===== config.mk =====
export PLATFORM = sky130hd
export DESIGN_NAME = uart_command_frame_handler_core_flat
export DESIGN_NICKNAME = d
export VERILOG_FILES = /design/src/rtl/ucfh_pkg.sv /design/src/rtl/ucfh_req_if.sv /design/src/rtl/ucfh_rsp_if.sv /design/src/rtl/ucfh_front.sv /design/src/rtl/ucfh_queue.sv /design/src/rtl/ucfh_back.sv /design/src/rtl/uart_command_frame_handler_core.sv /design/src/flat_wrapper.sv
export SDC_FILE = /design/constraint.sdc
export NUM_CORES = 1
export LEC_CHECK = 0
export ABC_AREA = 1
export ABC_CLOCK_PERIOD_IN_PS = 5100
export BUFFER_PORTS_ARGS = -buffer_cell sky130_fd_sc_hd__clkbuf_2
export CAP_MARGIN = 10
export CORE_MARGIN = 5
export CORE_UTILIZATION = 61
export DETAILED_ROUTE_END_ITERATION = 16
export GPL_TIMING_DRIVEN = 0
export PLACE_DENSITY = 0.79
export SLEW_MARGIN = 30
export SYNTH_ARGS = -nofsm -noshare
export SYNTH_HDL_FRONTEND = slang
export SYNTH_SLANG_ARGS = --single-unit

===== constraint.sdc =====
create_clock -name clock -period 5.1 [get_ports clock]
set_input_delay 1.02 -clock clock [delete_from_list [all_inputs] [get_ports clock]]
set_output_delay 1.02 -clock clock [all_outputs]
set_load 0.02 [all_outputs]

===== src/rtl/ucfh_pkg.sv =====
`timescale 1ns / 1ps
package ucfh_pkg;

   localparam logic [7:0] HDR_BYTE   = 8'hA4;
   localparam logic [7:0] CMD_STATUS = 8'h01;
   localparam logic [7:0] CMD_TARGET = 8'h11;
   localparam logic [7:0] REPLY_LEN  = 8'h01;
   localparam logic [7:0] STATUS_SUM = 8'hA6;
   localparam logic [7:0] TARGET_SUM = 8'(HDR_BYTE + CMD_TARGET + REPLY_LEN);

   // Header is four bytes: header byte, command, length, header sum.
   localparam int HDR_BYTES  = 4;
   localparam int POS_BYTES  = 4;

   localparam int REPLY_BEATS = 6;
   localparam int BEAT_W      = $clog2(REPLY_BEATS);
   localparam logic [BEAT_W-1:0] LAST_BEAT = BEAT_W'(REPLY_BEATS - 1);

   localparam int QDEPTH = 4;

   typedef struct packed {
      logic        target;
      logic [31:0] position;
   } reply_desc_type;

   typedef struct packed {
      logic full;
      logic empty;
   } qstat_type;

endpackage


===== src/rtl/ucfh_req_if.sv =====
`timescale 1ns / 1ps
interface ucfh_req_if;
   logic       valid;
   logic       ready;
   logic [7:0] rx_byte;
   logic       frame_end;

   modport source (output valid, output rx_byte, output frame_end, input ready);
   modport sink (input valid, input rx_byte, input frame_end, output ready);
endinterface


===== src/rtl/ucfh_rsp_if.sv =====
`timescale 1ns / 1ps
interface ucfh_rsp_if;
   logic               valid;
   logic               ready;
   logic [7:0]         reply_byte;
   logic               reply_last;
   logic               position_valid;
   logic signed [31:0] new_position;

   modport source (output valid, output reply_byte, output reply_last,
                   output position_valid, output new_position, input ready);
   modport sink (input valid, input reply_byte, input reply_last,
                 input position_valid, input new_position, output ready);
endinterface


===== src/rtl/ucfh_front.sv =====
`timescale 1ns / 1ps
module ucfh_front #(
   parameter int MAX_FRAME_BYTES = 20
) (
   input  logic                     clock,
   input  logic                     reset,
   ucfh_req_if.sink                 req_if,
   input  ucfh_pkg::qstat_type      qstat,
   output logic                     push,
   output ucfh_pkg::reply_desc_type push_desc
);

   logic [4:0]  byte_count_ff, byte_count_in;
   logic [7:0]  command_ff, command_in;
   logic [7:0]  length_ff, length_in;
   logic [7:0]  sum_ff, sum_in;
   logic        header_good_ff, header_good_in;
   logic        data_good_ff, data_good_in;
   logic [31:0] position_ff, position_in;

   logic        accept;
   logic [8:0]  data_end;
   logic [8:0]  idx_wide;
   logic        reply_ok;
   logic [7:0]  b;

   assign req_if.ready = !qstat.full;
   assign accept       = req_if.valid && req_if.ready;
   assign b            = req_if.rx_byte;
   assign data_end     = 9'(ucfh_pkg::HDR_BYTES) + {1'b0, length_ff};
   assign idx_wide     = {4'b0000, byte_count_ff};

   always_comb begin
      byte_count_in  = byte_count_ff;
      command_in     = command_ff;
      length_in      = length_ff;
      sum_in         = sum_ff;
      header_good_in = header_good_ff;
      data_good_in   = data_good_ff;
      position_in    = position_ff;
      // Bytes past the buffer length leave the frame state alone.
      if (byte_count_ff < 5'(MAX_FRAME_BYTES)) begin
         priority if (byte_count_ff == 5'd0) begin
            header_good_in = (b == ucfh_pkg::HDR_BYTE);
            data_good_in   = 1'b0;
            position_in    = '0;
            sum_in         = b;
         end else if (byte_count_ff < 5'd3) begin
            if (byte_count_ff == 5'd1) begin
               command_in = b;
            end else begin
               length_in = b;
            end
            sum_in = sum_ff + b;
         end else if (byte_count_ff == 5'd3) begin
            header_good_in = header_good_ff && (sum_ff == b);
            sum_in         = '0;
         end else if (idx_wide < data_end) begin
            sum_in = sum_ff + b;
            if (byte_count_ff < 5'(ucfh_pkg::HDR_BYTES + ucfh_pkg::POS_BYTES)) begin
               position_in[{byte_count_ff[1:0], 3'b000} +: 8] = b;
            end
         end else if (idx_wide == data_end) begin
            data_good_in = (sum_ff == b);
         end else begin
            sum_in = sum_ff;
         end
         byte_count_in = byte_count_ff + 5'd1;
      end
   end

   assign reply_ok = (byte_count_in >= 5'(ucfh_pkg::HDR_BYTES)) && header_good_in &&
                     ((command_in == ucfh_pkg::CMD_STATUS) ||
                      ((command_in == ucfh_pkg::CMD_TARGET) &&
                       (length_in >= 8'(ucfh_pkg::POS_BYTES)) && data_good_in));

   assign push               = accept && req_if.frame_end && reply_ok;
   assign push_desc.target   = (command_in == ucfh_pkg::CMD_TARGET);
   assign push_desc.position = position_in;

   always_ff @(posedge clock) begin
      if (reset || (accept && req_if.frame_end)) begin
         byte_count_ff  <= '0;
         command_ff     <= '0;
         length_ff      <= '0;
         sum_ff         <= '0;
         header_good_ff <= 1'b0;
         data_good_ff   <= 1'b0;
         position_ff    <= '0;
      end else if (accept) begin
         byte_count_ff  <= byte_count_in;
         command_ff     <= command_in;
         length_ff      <= length_in;
         sum_ff         <= sum_in;
         header_good_ff <= header_good_in;
         data_good_ff   <= data_good_in;
         position_ff    <= position_in;
      end
   end

endmodule


===== src/rtl/ucfh_queue.sv =====
`timescale 1ns / 1ps
module ucfh_queue (
   input  logic                     clock,
   input  logic                     reset,
   input  logic                     push,
   input  ucfh_pkg::reply_desc_type push_desc,
   input  logic                     pop,
   output ucfh_pkg::reply_desc_type head_desc,
   output ucfh_pkg::qstat_type      qstat
);

   localparam int PTR_W = $clog2(ucfh_pkg::QDEPTH);
   localparam int CNT_W = $clog2(ucfh_pkg::QDEPTH + 1);

   ucfh_pkg::reply_desc_type entry_ff [ucfh_pkg::QDEPTH];
   logic [PTR_W-1:0] wr_ptr_ff, rd_ptr_ff;
   logic [CNT_W-1:0] count_ff;
   logic             do_push, do_pop;

   assign qstat.full  = (count_ff == CNT_W'(ucfh_pkg::QDEPTH));
   assign qstat.empty = (count_ff == '0);
   assign do_push     = push && !qstat.full;
   assign do_pop      = pop && !qstat.empty;
   assign head_desc   = entry_ff[rd_ptr_ff];

   always_ff @(posedge clock) begin
      if (reset) begin
         wr_ptr_ff <= '0;
         rd_ptr_ff <= '0;
         count_ff  <= '0;
      end else begin
         if (do_push) begin
            wr_ptr_ff <= (wr_ptr_ff == PTR_W'(ucfh_pkg::QDEPTH - 1)) ? '0 : wr_ptr_ff + 1'b1;
         end
         if (do_pop) begin
            rd_ptr_ff <= (rd_ptr_ff == PTR_W'(ucfh_pkg::QDEPTH - 1)) ? '0 : rd_ptr_ff + 1'b1;
         end
         if (do_push && !do_pop) begin
            count_ff <= count_ff + 1'b1;
         end else if (do_pop && !do_push) begin
            count_ff <= count_ff - 1'b1;
         end
      end
   end

   always_ff @(posedge clock) begin
      if (do_push) begin
         entry_ff[wr_ptr_ff] <= push_desc;
      end
   end

endmodule


===== src/rtl/ucfh_back.sv =====
`timescale 1ns / 1ps
module ucfh_back (
   input  logic                     clock,
   input  logic                     reset,
   input  ucfh_pkg::reply_desc_type head_desc,
   input  ucfh_pkg::qstat_type      qstat,
   output logic                     pop,
   ucfh_rsp_if.source               rsp_if
);

   logic [ucfh_pkg::BEAT_W-1:0] beat_ff, beat_in;
   logic                        valid_ff, valid_in;
   logic [7:0]                  byte_ff, byte_in;
   logic                        last_ff, last_in;
   logic                        pos_valid_ff, pos_valid_in;
   logic [31:0]                 position_ff, position_in;
   logic                        load, emit;

   // The output register takes a new beat whenever it is empty or drained.
   assign load = !valid_ff || rsp_if.ready;
   assign emit = load && !qstat.empty;
   // The descriptor stays at the head of the queue until its last beat is loaded into the output register.
   assign pop  = emit && (beat_ff == ucfh_pkg::LAST_BEAT);

   always_comb begin
      unique case (beat_ff)
         3'd0:    byte_in = ucfh_pkg::HDR_BYTE;
         3'd1:    byte_in = head_desc.target ? ucfh_pkg::CMD_TARGET : ucfh_pkg::CMD_STATUS;
         3'd2:    byte_in = ucfh_pkg::REPLY_LEN;
         3'd3:    byte_in = head_desc.target ? ucfh_pkg::TARGET_SUM : ucfh_pkg::STATUS_SUM;
         default: byte_in = 8'h00;
      endcase
      last_in      = (beat_ff == ucfh_pkg::LAST_BEAT);
      pos_valid_in = (beat_ff == '0) && head_desc.target;
      position_in  = pos_valid_in ? head_desc.position : '0;
      valid_in     = load ? emit : valid_ff;
      beat_in      = beat_ff;
      if (emit) begin
         beat_in = last_in ? '0 : beat_ff + 1'b1;
      end
   end

   always_ff @(posedge clock) begin
      if (reset) begin
         valid_ff <= 1'b0;
         beat_ff  <= '0;
      end else begin
         valid_ff <= valid_in;
         beat_ff  <= beat_in;
      end
   end

   always_ff @(posedge clock) begin
      if (emit) begin
         byte_ff      <= byte_in;
         last_ff      <= last_in;
         pos_valid_ff <= pos_valid_in;
         position_ff  <= position_in;
      end
   end

   assign rsp_if.valid          = valid_ff;
   assign rsp_if.reply_byte     = byte_ff;
   assign rsp_if.reply_last     = last_ff;
   assign rsp_if.position_valid = pos_valid_ff;
   assign rsp_if.new_position   = position_ff;

endmodule


===== src/rtl/uart_command_frame_handler_core.sv =====
`timescale 1ns / 1ps
// Serial command frame handler.
// The req channel carries one received byte per beat, with frame_end set on
// the last byte before line idle. The rsp channel carries the six-byte reply
// of a good frame, one byte per beat, reply_last on the sixth; the first beat
// of a target reply also carries position_valid and the new signed position.
// Bad, short or unknown frames produce no beats at all.
// Throughput: one request beat per cycle while the reply queue is not full.
// Each byte updates a running sum and a few compares in the frame parser.
// A reply leaves the output register one beat per cycle while rsp is ready.
// When the reply queue was empty, the decoded frame of the closing byte is
// first written into the queue, and the queue head is then loaded into the
// output register as the first reply beat.
// Decoded frames wait in a four-entry reply queue; the parser keeps taking
// bytes while the output is stalled and drops req ready only while that
// queue is full. Reset is synchronous and clears the parser, the queue and
// the output register; no beats are valid until a frame is received.
module uart_command_frame_handler_core #(
   parameter int MAX_FRAME_BYTES = 20
) (
   input  logic       clock,
   input  logic       reset,
   ucfh_req_if.sink   req_if,
   ucfh_rsp_if.source rsp_if
);

   ucfh_pkg::reply_desc_type push_desc, head_desc;
   ucfh_pkg::qstat_type      qstat;
   logic                     push, pop;

   ucfh_front #(
      .MAX_FRAME_BYTES(MAX_FRAME_BYTES)
   ) u_front (
      .clock     (clock),
      .reset     (reset),
      .req_if    (req_if),
      .qstat     (qstat),
      .push      (push),
      .push_desc (push_desc)
   );

   ucfh_queue u_queue (
      .clock     (clock),
      .reset     (reset),
      .push      (push),
      .push_desc (push_desc),
      .pop       (pop),
      .head_desc (head_desc),
      .qstat     (qstat)
   );

   ucfh_back u_back (
      .clock     (clock),
      .reset     (reset),
      .head_desc (head_desc),
      .qstat     (qstat),
      .pop       (pop),
      .rsp_if    (rsp_if)
   );

   // The parser must never close a good frame into a full reply queue.
   assert property (@(posedge clock) disable iff (reset)
      qstat.full |-> !req_if.ready)
      else $error("request taken while reply queue full");

   // A position is only announced on the header beat of a reply.
   assert property (@(posedge clock) disable iff (reset)
      (rsp_if.valid && rsp_if.position_valid) |->
         (rsp_if.reply_byte == ucfh_pkg::HDR_BYTE) && !rsp_if.reply_last)
      else $error("position on a beat other than the first");

   // Beats of one reply follow each other without a gap.
   assert property (@(posedge clock) disable iff (reset)
      (rsp_if.valid && rsp_if.ready && !rsp_if.reply_last) |=> rsp_if.valid)
      else $error("gap inside a reply");

   // A descriptor is only popped from a non-empty queue.
   assert property (@(posedge clock) disable iff (reset)
      (pop) |-> !qstat.empty)
      else $error("reply ended with an empty queue");

endmodule

===== src/flat_wrapper.sv =====
// flat-port wrapper written by rule: the top's interface ports become plain ports
module uart_command_frame_handler_core_flat 
#(
   parameter int MAX_FRAME_BYTES = 20
)
  (clock, reset, req_if_valid, req_if_rx_byte, req_if_frame_end, req_if_ready, rsp_if_valid, rsp_if_reply_byte, rsp_if_reply_last, rsp_if_position_valid, rsp_if_new_position, rsp_if_ready);
  ucfh_req_if req_if_i ();
  ucfh_rsp_if rsp_if_i ();
  input  logic clock;
  input  logic reset;
  input wire logic [$bits(req_if_i.valid)-1:0] req_if_valid;
  input wire logic [$bits(req_if_i.rx_byte)-1:0] req_if_rx_byte;
  input wire logic [$bits(req_if_i.frame_end)-1:0] req_if_frame_end;
  output wire logic [$bits(req_if_i.ready)-1:0] req_if_ready;
  output wire logic [$bits(rsp_if_i.valid)-1:0] rsp_if_valid;
  output wire logic [$bits(rsp_if_i.reply_byte)-1:0] rsp_if_reply_byte;
  output wire logic [$bits(rsp_if_i.reply_last)-1:0] rsp_if_reply_last;
  output wire logic [$bits(rsp_if_i.position_valid)-1:0] rsp_if_position_valid;
  output wire logic [$bits(rsp_if_i.new_position)-1:0] rsp_if_new_position;
  input wire logic [$bits(rsp_if_i.ready)-1:0] rsp_if_ready;
  assign req_if_i.valid = req_if_valid;
  assign req_if_i.rx_byte = req_if_rx_byte;
  assign req_if_i.frame_end = req_if_frame_end;
  assign req_if_ready = req_if_i.ready;
  assign rsp_if_valid = rsp_if_i.valid;
  assign rsp_if_reply_byte = rsp_if_i.reply_byte;
  assign rsp_if_reply_last = rsp_if_i.reply_last;
  assign rsp_if_position_valid = rsp_if_i.position_valid;
  assign rsp_if_new_position = rsp_if_i.new_position;
  assign rsp_if_i.ready = rsp_if_ready;
  uart_command_frame_handler_core #(.MAX_FRAME_BYTES(MAX_FRAME_BYTES)) u_core (.clock(clock), .reset(reset), .req_if(req_if_i), .rsp_if(rsp_if_i));
endmodule

==> results of run 1 <==
[stage by stage]
step | util | area (um2)
2_1_floorplan | - | 11000
3_3_place_gp | 0.647 | 11600
3_5_place_dp | 0.657 | 11800
4_1_cts | 0.703 | 12600
5_1_grt | 0.703 | 12600
6_report | 0.703 | 12600
[power groups by stage]
stage                     Combinational (W)  Clock (W)  Sequential, W
after global routing               0.000332    0.00195        0.00215
after CTS                          0.000293    0.00184        0.00215
after global placement             0.000286          0        0.00219
after floorplan                    0.000206          0        0.00219
final                              0.000300    0.00184        0.00215
after detailed placement           0.000291          0        0.00219
[layer usage]
metal  vias to the layer above  routed length (um)  GRT usage
met5                         -                   0          0
met4                         0                 769     0.0884
met3                        75                2240     0.0453
met2                       403               13100      0.446
met1                      4066               10800      0.338
li1                       4104                   -          -
[logic make-up after synthesis]
group / Yosys count / synth area share
compound gates: 281 / 0.138
flops: 246 / 0.601
xor+xnor: 4 / 0.00318
fa+ha+maj: 27 / 0.0320
simple gates: 437 / 0.165
mux: 3 / 0.00272
other cells: 1 / 0.000340
buf+inv: 156 / 0.0577
[worst max-delay path by stage]
stage                                         start                          to  slack, ns  depth (start not counted)
global placement                       rsp_if_ready  u_core.u_queue.count_ff[1]      -0.74                         11
global route        u_core.u_front.byte_count_ff[0]  u_core.u_queue.count_ff[2]       0.92                         19
CTS                 u_core.u_front.byte_count_ff[0]  u_core.u_queue.count_ff[2]       1.29                         19
floorplan                              rsp_if_ready  u_core.u_queue.count_ff[1]       0.37                         10
detailed placement                req_if_rx_byte[2]  u_core.u_queue.count_ff[2]       1.10                         20
finish              u_core.u_front.byte_count_ff[0]  u_core.u_queue.count_ff[2]       1.17                         19
[flip-flops by register name, indices dropped and copies added (netlist names), named ones only]
signal / flops
u_core.u_back.rsp_if.new_position: 32
u_core.u_back.rsp_if.valid: 1
u_core.u_front.position_ff: 32
u_core.u_back.rsp_if.reply_last: 1
u_core.u_queue.wr_ptr_ff: 2
u_core.u_front.byte_count_ff: 5
u_core.u_back.rsp_if.position_valid: 1
u_core.u_front.command_ff: 8
u_core.u_queue.entry_ff: 132
u_core.u_back.beat_ff: 3
u_core.u_front.data_good_ff: 1
u_core.u_queue.rd_ptr_ff: 2
u_core.u_back.rsp_if.reply_byte: 4
u_core.u_queue.count_ff: 3
u_core.u_front.length_ff: 8
u_core.u_front.sum_ff: 8
u_core.u_front.header_good_ff: 1
[worst register-to-register path: cells and delay by family (launching register included)]
family                     cells  cell delay [ns]
and+or+nand+nor               10             1.31
buffers and inverters          4             0.83
AOI/OAI and AO/OA              2             0.22
adders and majority gates      3             0.95
DFF                            1             0.57
[layout by cell type (no fill, tap or decap), types with 4 or more instances in the layout]
cell type / count
nor2_1: 209
edfxtp_1: 170
nand2_1: 156
a21oi_1: 119
o21ai_0: 118
inv_1: 93
dfxtp_1: 76
clkbuf_2: 54
clkbuf_1: 42
nand3_1: 26
ha_1: 25
clkbuf_16: 25
nor3_1: 18
o21ai_1: 10
a211oi_1: 8
buf_4: 7
o22ai_1: 7
clkinv_2: 6
nor2_4: 5
nand4_1: 5
clkinv_1: 5
inv_2: 4
a211oi_2: 4
xnor2_1: 4
buf_1: 4
bufinv_16: 4
buf_16: 4
[final cells by class]
type | count | share of cell area
inverters | 100 | 0.0302
multi-input cells | 754 | 0.302
flip-flops and latches | 246 | 0.526
clock inverters | 17 | 0.0152
plain buffers | 56 | 0.0203
repair buffers | 60 | 0.0326
well taps | 229 | 0.0228
clock buffers | 27 | 0.0503
==> qor.csv, run 1 <==
metric,value,unit
Final WS setup,1.17,ns
Longest Clk Path Bufs,3,
crit-path leading delay family,simple AND/OR/NAND/NOR gates,
Mapped Area,0.0110,mm2
die area,0.0209,mm2
Pint,0.00332,W
Hold Crit Class,flip-flop to flip-flop,
fill count,1311,
R2R Setup Slk,1.17,ns
Initial Util,0.616,
global-route wire length before repair,42600,um
hold_buf cts,0,
worst clock skew,0.00838,ns
total wire length,27000,um
crit-path max cell delay,0.57,ns
initial detailed-routing violation count,747,
clock transition at the registers of the reported paths,0.06,ns
CORE AREA,0.0179,mm2
CP max FO,11,
Synth Flop Type,edfxtp_1,
FF-to-FF path depth,19,
Setup Viol. Count Final,0,
Worst Hold Depth,2,
switching share of power,0.227,
area of the multi-input gates,0.00380,mm2
reg2reg start,u_core.u_front.byte_count_ff[0],
First-pass DRT Iterations,6,
Switch Pwr,0.000972,W
initial antenna violation count,0,
Vias,8648,
leading post-synthesis cells by cell area,"edfxtp_1 (46%), dfxtp_1 (14%), nor2_1 (7.2%), a21oi_1 (5.4%), o21ai_0 (5.4%)",
Pwr per Cell Area,341,mW/mm2
vias per cell,5.81,
post-synth top area share,0.463,
Worst Max-Slew Pin Slew,0.758,ns
# diodes,0,
die span in y,144,um
Post-synth ARST share,0,
number of max-cap violations,0,
die extent in x,144,um
Netlist cell types,51,
final hold slack,0.458,ns
Hold Path End,u_core.u_front.length_ff[0],
Port Buf Inserts,54,
run status,"finished, final reports clean",
WL/cell,18.1,um
Inst Count DP,1445,
post-route setup TNS,0,ns
clock root buffer,clkbuf_16,
Register Area,0.00663,mm2
Resize count post-CTS,0,
Pins Over Slew Limit,0,
Clk pwr share,0.429,
synthesized flop and latch total,246,
critical path startpoint category,flip-flop,
CP endpoint kind,flip-flop,
largest net degree at the start of global routing,22,
most instantiated library cell after synthesis,nor2_1,
Post-CTS Setup Inserts,0,
nets@finish,1283,
post-DP HPWL,18500,um
cell taking the most area after synthesis,edfxtp_1,
VDD IR max,0.000326,V
CP max stage cell,dfxtp_1,
worst reg2reg endpoint,u_core.u_queue.count_ff[2],
sequential share of power,0.501,
Hold Fails Final Rpt,0,
number of core rows,49,
"non-filler cells, final",1489,
Avg Inst Size Synth,9.54,um2
pre-CTS setup slack,1.10,ns
Total Power,0.00429,W
CTS Buf Count,25,
Routed Antenna Nets,0,
layout cells sized above 1,0.113,
critical-path cell list,"clkinv_1, ha_1, nand3_2, nand2_1, inv_1, nand3_1, nand2_1, nand2_1, nand2_1, nand2_4, inv_1, ha_1, inv_1, fa_1, nor2_1, nor2_1, nand2_1, o21ai_0, a21oi_1",
Post-synth EDFFs,170,
RSZ-0062 raised after global routing,false,
slew margin rel.,0.490,
vias in the first global route,8328,
f_max,255,MHz
clk_lat worst skew,0.52,ns
WP data arrival,4.37,ns
Crit path buffers/inverters,4,
Logic pwr share,0.070,
number of I/O pins,57,
worst hold path startpoint,u_core.u_front.length_ff[0],
gpl congestion,0.990,
Syn-to-layout area delta,14.2,%
cell repeated most along the worst path,nand2_1,
Crit Path Class,flip-flop to flip-flop,
total grt overflow,0,
"top cells by count, synth","nor2_1 (212), edfxtp_1 (170), nand2_1 (156)",
"Seq/Total Area, Yosys",0.601,
GRT Overall Usage,0.261,
Synthesis Warnings,0,
leak pwr,4.81,nW
clk sinks,246,
drc violations,0,
post-layout minimum cycle time,3.93,ns
Final period util,0.770,
CTS tree,built,
Synth Instances,1155,
critical path data required time,5.55,ns
H-tree Lvls,1,
No activity file was read; power rests on OpenSTA's default activity.
==> inputs of run 2 (changes only) <==
Settings changed: ABC_AREA 1 to 0, ABC_CLOCK_PERIOD_IN_PS 5100 to 3800, PLACE_DENSITY 0.79 to 0.8.
Clock period 5.1 ns to 3.8 ns, I/O delays scaled along.
==> run 2 against run 1 <==
  * Clock power is 37% higher
  * Register-to-register slack got worse by 0.94 ns
  * Fmax rose by 10%
  * Core utilization up 1.9 points
  * Total power grew 31%
  * Synthesized cell count is 37% lower
  * Wire length fell by 11%
  * Non-clock buffer count fell by 8
  * Synthesized area shrank 5.3%
  * Global-route usage is 1.6 points lower
  * Critical endpoint unchanged
==> qor.csv, run 2 <==
metric,value,unit,change
Pins Over Slew Limit,0,,unchanged
Avg Inst Size Synth,14.2,um2,+49%
Post-DP Area,0.0112,mm2,-5.2%
CORE AREA,0.0167,mm2,-6.7%
number of flip-flops in the largest register,132,,unchanged
CTS tree,built,,
R2R Setup Slk,0.23,ns,-0.94 ns
clock transition at the registers of the reported paths,0.06,ns,about the same
initial antenna violation count,0,,unchanged
clock root buffer,clkbuf_16,,
die extent in x,141,um,-2.5%
number of I/O pins,57,,unchanged
"Seq/Total Area, Yosys",0.634,,+0.0333
Netlist cell types,69,,+35%
H-tree Lvls,1,,unchanged
initial detailed-routing violation count,578,,-23%
WP data arrival,4.02,ns,-0.35 ns
Syn-to-layout area delta,15.4,%,
CP max stage cell,dfxtp_2,,
Longest Clk Path Bufs,3,,unchanged
most instantiated library cell after synthesis,edfxtp_1,,
worst clock skew,0.0117,ns,+0.00333 ns
Pwr per Cell Area,466,mW/mm2,+37%
Worst Max-Slew Pin Slew,0.959,ns,+0.201 ns
post-synthesis xor/xnor area fraction,0.0117,,+0.00856
# diodes,0,,unchanged
post-layout minimum cycle time,3.57,ns,-0.360 ns
crit-path max cell delay,0.46,ns,-0.11 ns
GRT Overall Usage,0.244,,-0.0164
"commonest non-fill, non-tap cell in the layout",edfxtp_1,,
clk_lat worst skew,0.53,ns,about the same
slew margin rel.,0.355,,-0.135
"commonest non-fill, non-tap cells in the layout","edfxtp_1 (170), dfxtp_1 (74), a22o_1 (63)",,
mux cell area share after synthesis,0.0837,,+0.0810
Crit Path Class,flip-flop to flip-flop,,
Total Power,0.00562,W,+31%
number of max-cap violations,0,,unchanged
critical-path cell list,"inv_1, ha_2, nor3b_4, buf_6, and3b_1, o41a_4, nor3_4, ha_1, inv_1, fa_1, xor2_1, or3_1, a21oi_1",,
Synth Instances,733,,-37%
Initial Util,0.625,,+0.00960
CP max FO,11,,unchanged
CTS Buf Count,25,,unchanged
design area,0.0121,mm2,-4.2%
layout cells sized above 1,0.210,,+0.0975
largest net degree at the start of global routing,23,,+4.5%
final hold slack,0.450,ns,-0.00808 ns
Port Buf Inserts,54,,unchanged
Post-synth EDFFs,170,,unchanged
die span in y,141,um,-2.5%
cell repeated most along the worst path,inv_1,,
VDD IR max,0.000329,V,+1.0%
Hold Fails Final Rpt,0,,unchanged
First-pass DRT Iterations,7,,+1
critical path startpoint category,flip-flop,,
WL/cell,22.6,um,+25%
Synth Area in Simple Gates,0.103,,-0.0628
Mapped Area,0.0104,mm2,-5.3%
Final period util,0.939,,+0.169
drc violations,0,,unchanged
total wire length,24000,um,-11%
post-synth top area share,0.489,,+0.0257
leak pwr,4.21,nW,-12%
die area,0.0198,mm2,-4.9%
synthesized flop and latch total,246,,unchanged
Synthesis Warnings,0,,unchanged
Setup Viol. Count Final,0,,unchanged
clk sinks,246,,unchanged
Routed Antenna Nets,0,,unchanged
"top cells by count, synth","edfxtp_1 (170), dfxtp_1 (76), a22o_1 (63)",,
global-route wire length before repair,38400,um,-9.9%
critical path data required time,4.25,ns,-1.30 ns
nets@finish,863,,-33%
number of core rows,47,,-4.1%
post-route setup TNS,0,ns,unchanged
Vias,6836,,-21%
post-layout util,0.722,,+0.0186
gpl congestion,0.938,,-5.2%
total grt overflow,0,,unchanged
cell taking the most area after synthesis,edfxtp_1,,
leading post-synthesis cells by cell area,"edfxtp_1 (49%), dfxtp_1 (15%), mux4_2 (7.1%), a22o_1 (5.3%), ha_1 (3.0%)",,
run status,"finished, final reports clean",,
Compound-Gate Fraction of Synth Area,0.107,,-0.0301
vias in the first global route,6988,,-16%
Post-Synth Adder-Cell Area,0.0338,,+0.00178
f_max,280,MHz,+10%
largest family of logic cells by synthesized area,compound AO/OA/AOI/OAI gates,,
RSZ-0062 raised after global routing,false,,
Post-synth ARST share,0,,unchanged
Synth Flop Type,edfxtp_1,,
post-DP HPWL,15700,um,-15%
Biggest register,u_core.u_queue.entry_ff,,
CP endpoint kind,flip-flop,,
Hold Crit Class,primary input to flip-flop,,
vias per cell,6.44,,+11%
run 2: cell count changes after synthesis, moves of 63 or more:
cell and change:
o21ai_0 -108, inv_1 -81, a21oi_1 -86, nor2_1 -172
a22o_1 +63, nand2_1 -122
run 2: metal layers:
| metal | track usage | wire, um | vias to the layer above | share of wire |
|---|---|---|---|---|
| li1 | - | - | 3031 | - |
| met2 | 0.440 | 12800 | 310 | 0.53 |
| met4 | 0.0683 | 562 | 0 | 0.023 |
| met5 | 0 | 0 | - | 0 |
| met1 | 0.314 | 9190 | 3442 | 0.38 |
| met3 | 0.0295 | 1490 | 53 | 0.062 |
run 2: per-stage QoR:
step                setup slack, ns  std cells
detailed placement           -0.416       1014
CTS                          0.0473       1061
finish                        0.233       1062
global placement             -0.827       1008
floorplan                     0.387        734
global route                 0.0312       1062
run 2: worst paths after layout:
| kind | start | to | depth (start not counted) |
|---|---|---|---|
| worst max-delay path | u_core.u_front.byte_count_ff[0] | u_core.u_queue.count_ff[2] | 13 |
| worst min-delay path | reset | u_core.u_queue.count_ff[2] | 2 |
| worst min register to register | u_core.u_front.length_ff[0] | u_core.u_front.length_ff[0] | 2 |
| worst max register to register | u_core.u_front.byte_count_ff[0] | u_core.u_queue.count_ff[2] | 13 |
run 2: final cells by class:
type | instances | area, um2
Sequential cell | 246 | 6630
Fill cell | 1087 | 4650
Multi-Input combinational cell | 429 | 3590
Clock buffer | 31 | 678
Timing Repair Buffer | 63 | 433
Tap cell | 220 | 275
Buffer | 45 | 220
Clock inverter | 15 | 175
Inverter | 13 | 48.8
run 2: cell families after synthesis:
family	count (synthesis)
buffers and inverters	59
flip-flops	246
AND/OR/NAND/NOR	194
multiplexers	46
adder cells (fa/ha/maj)	27
AO/OA/AOI/OAI	146
other	1
XOR/XNOR	14
run 2: power by group:
part | internal [W] | switching, W
Combinational | 0.0000809 | 0.000167
Sequential | 0.00284 | 0.0000120
Clock | 0.00148 | 0.00103
Total | 0.00440 | 0.00121
run 2: critical path, delay by kind of cell, from the launching register on:
kind / cells / cell delay, ns
and+or+nand+nor: 4 / 1.00
adders and majority gates: 3 / 0.90
AOI/OAI and AO/OA: 2 / 0.52
DFF: 1 / 0.46
buffers and inverters: 3 / 0.42
xor gates and xnor gates: 1 / 0.18
run 2: what timing repair did:
item                                    4_1_cts  5_1_grt
hold buffers                                  0        0
cloned                                        0        0
setup buffers                                 1        2
hold endpoints to repair                      0        0
endpoints found under the setup margin       82        8
gates resized for setup                       2        4
pin swaps                                     1        2
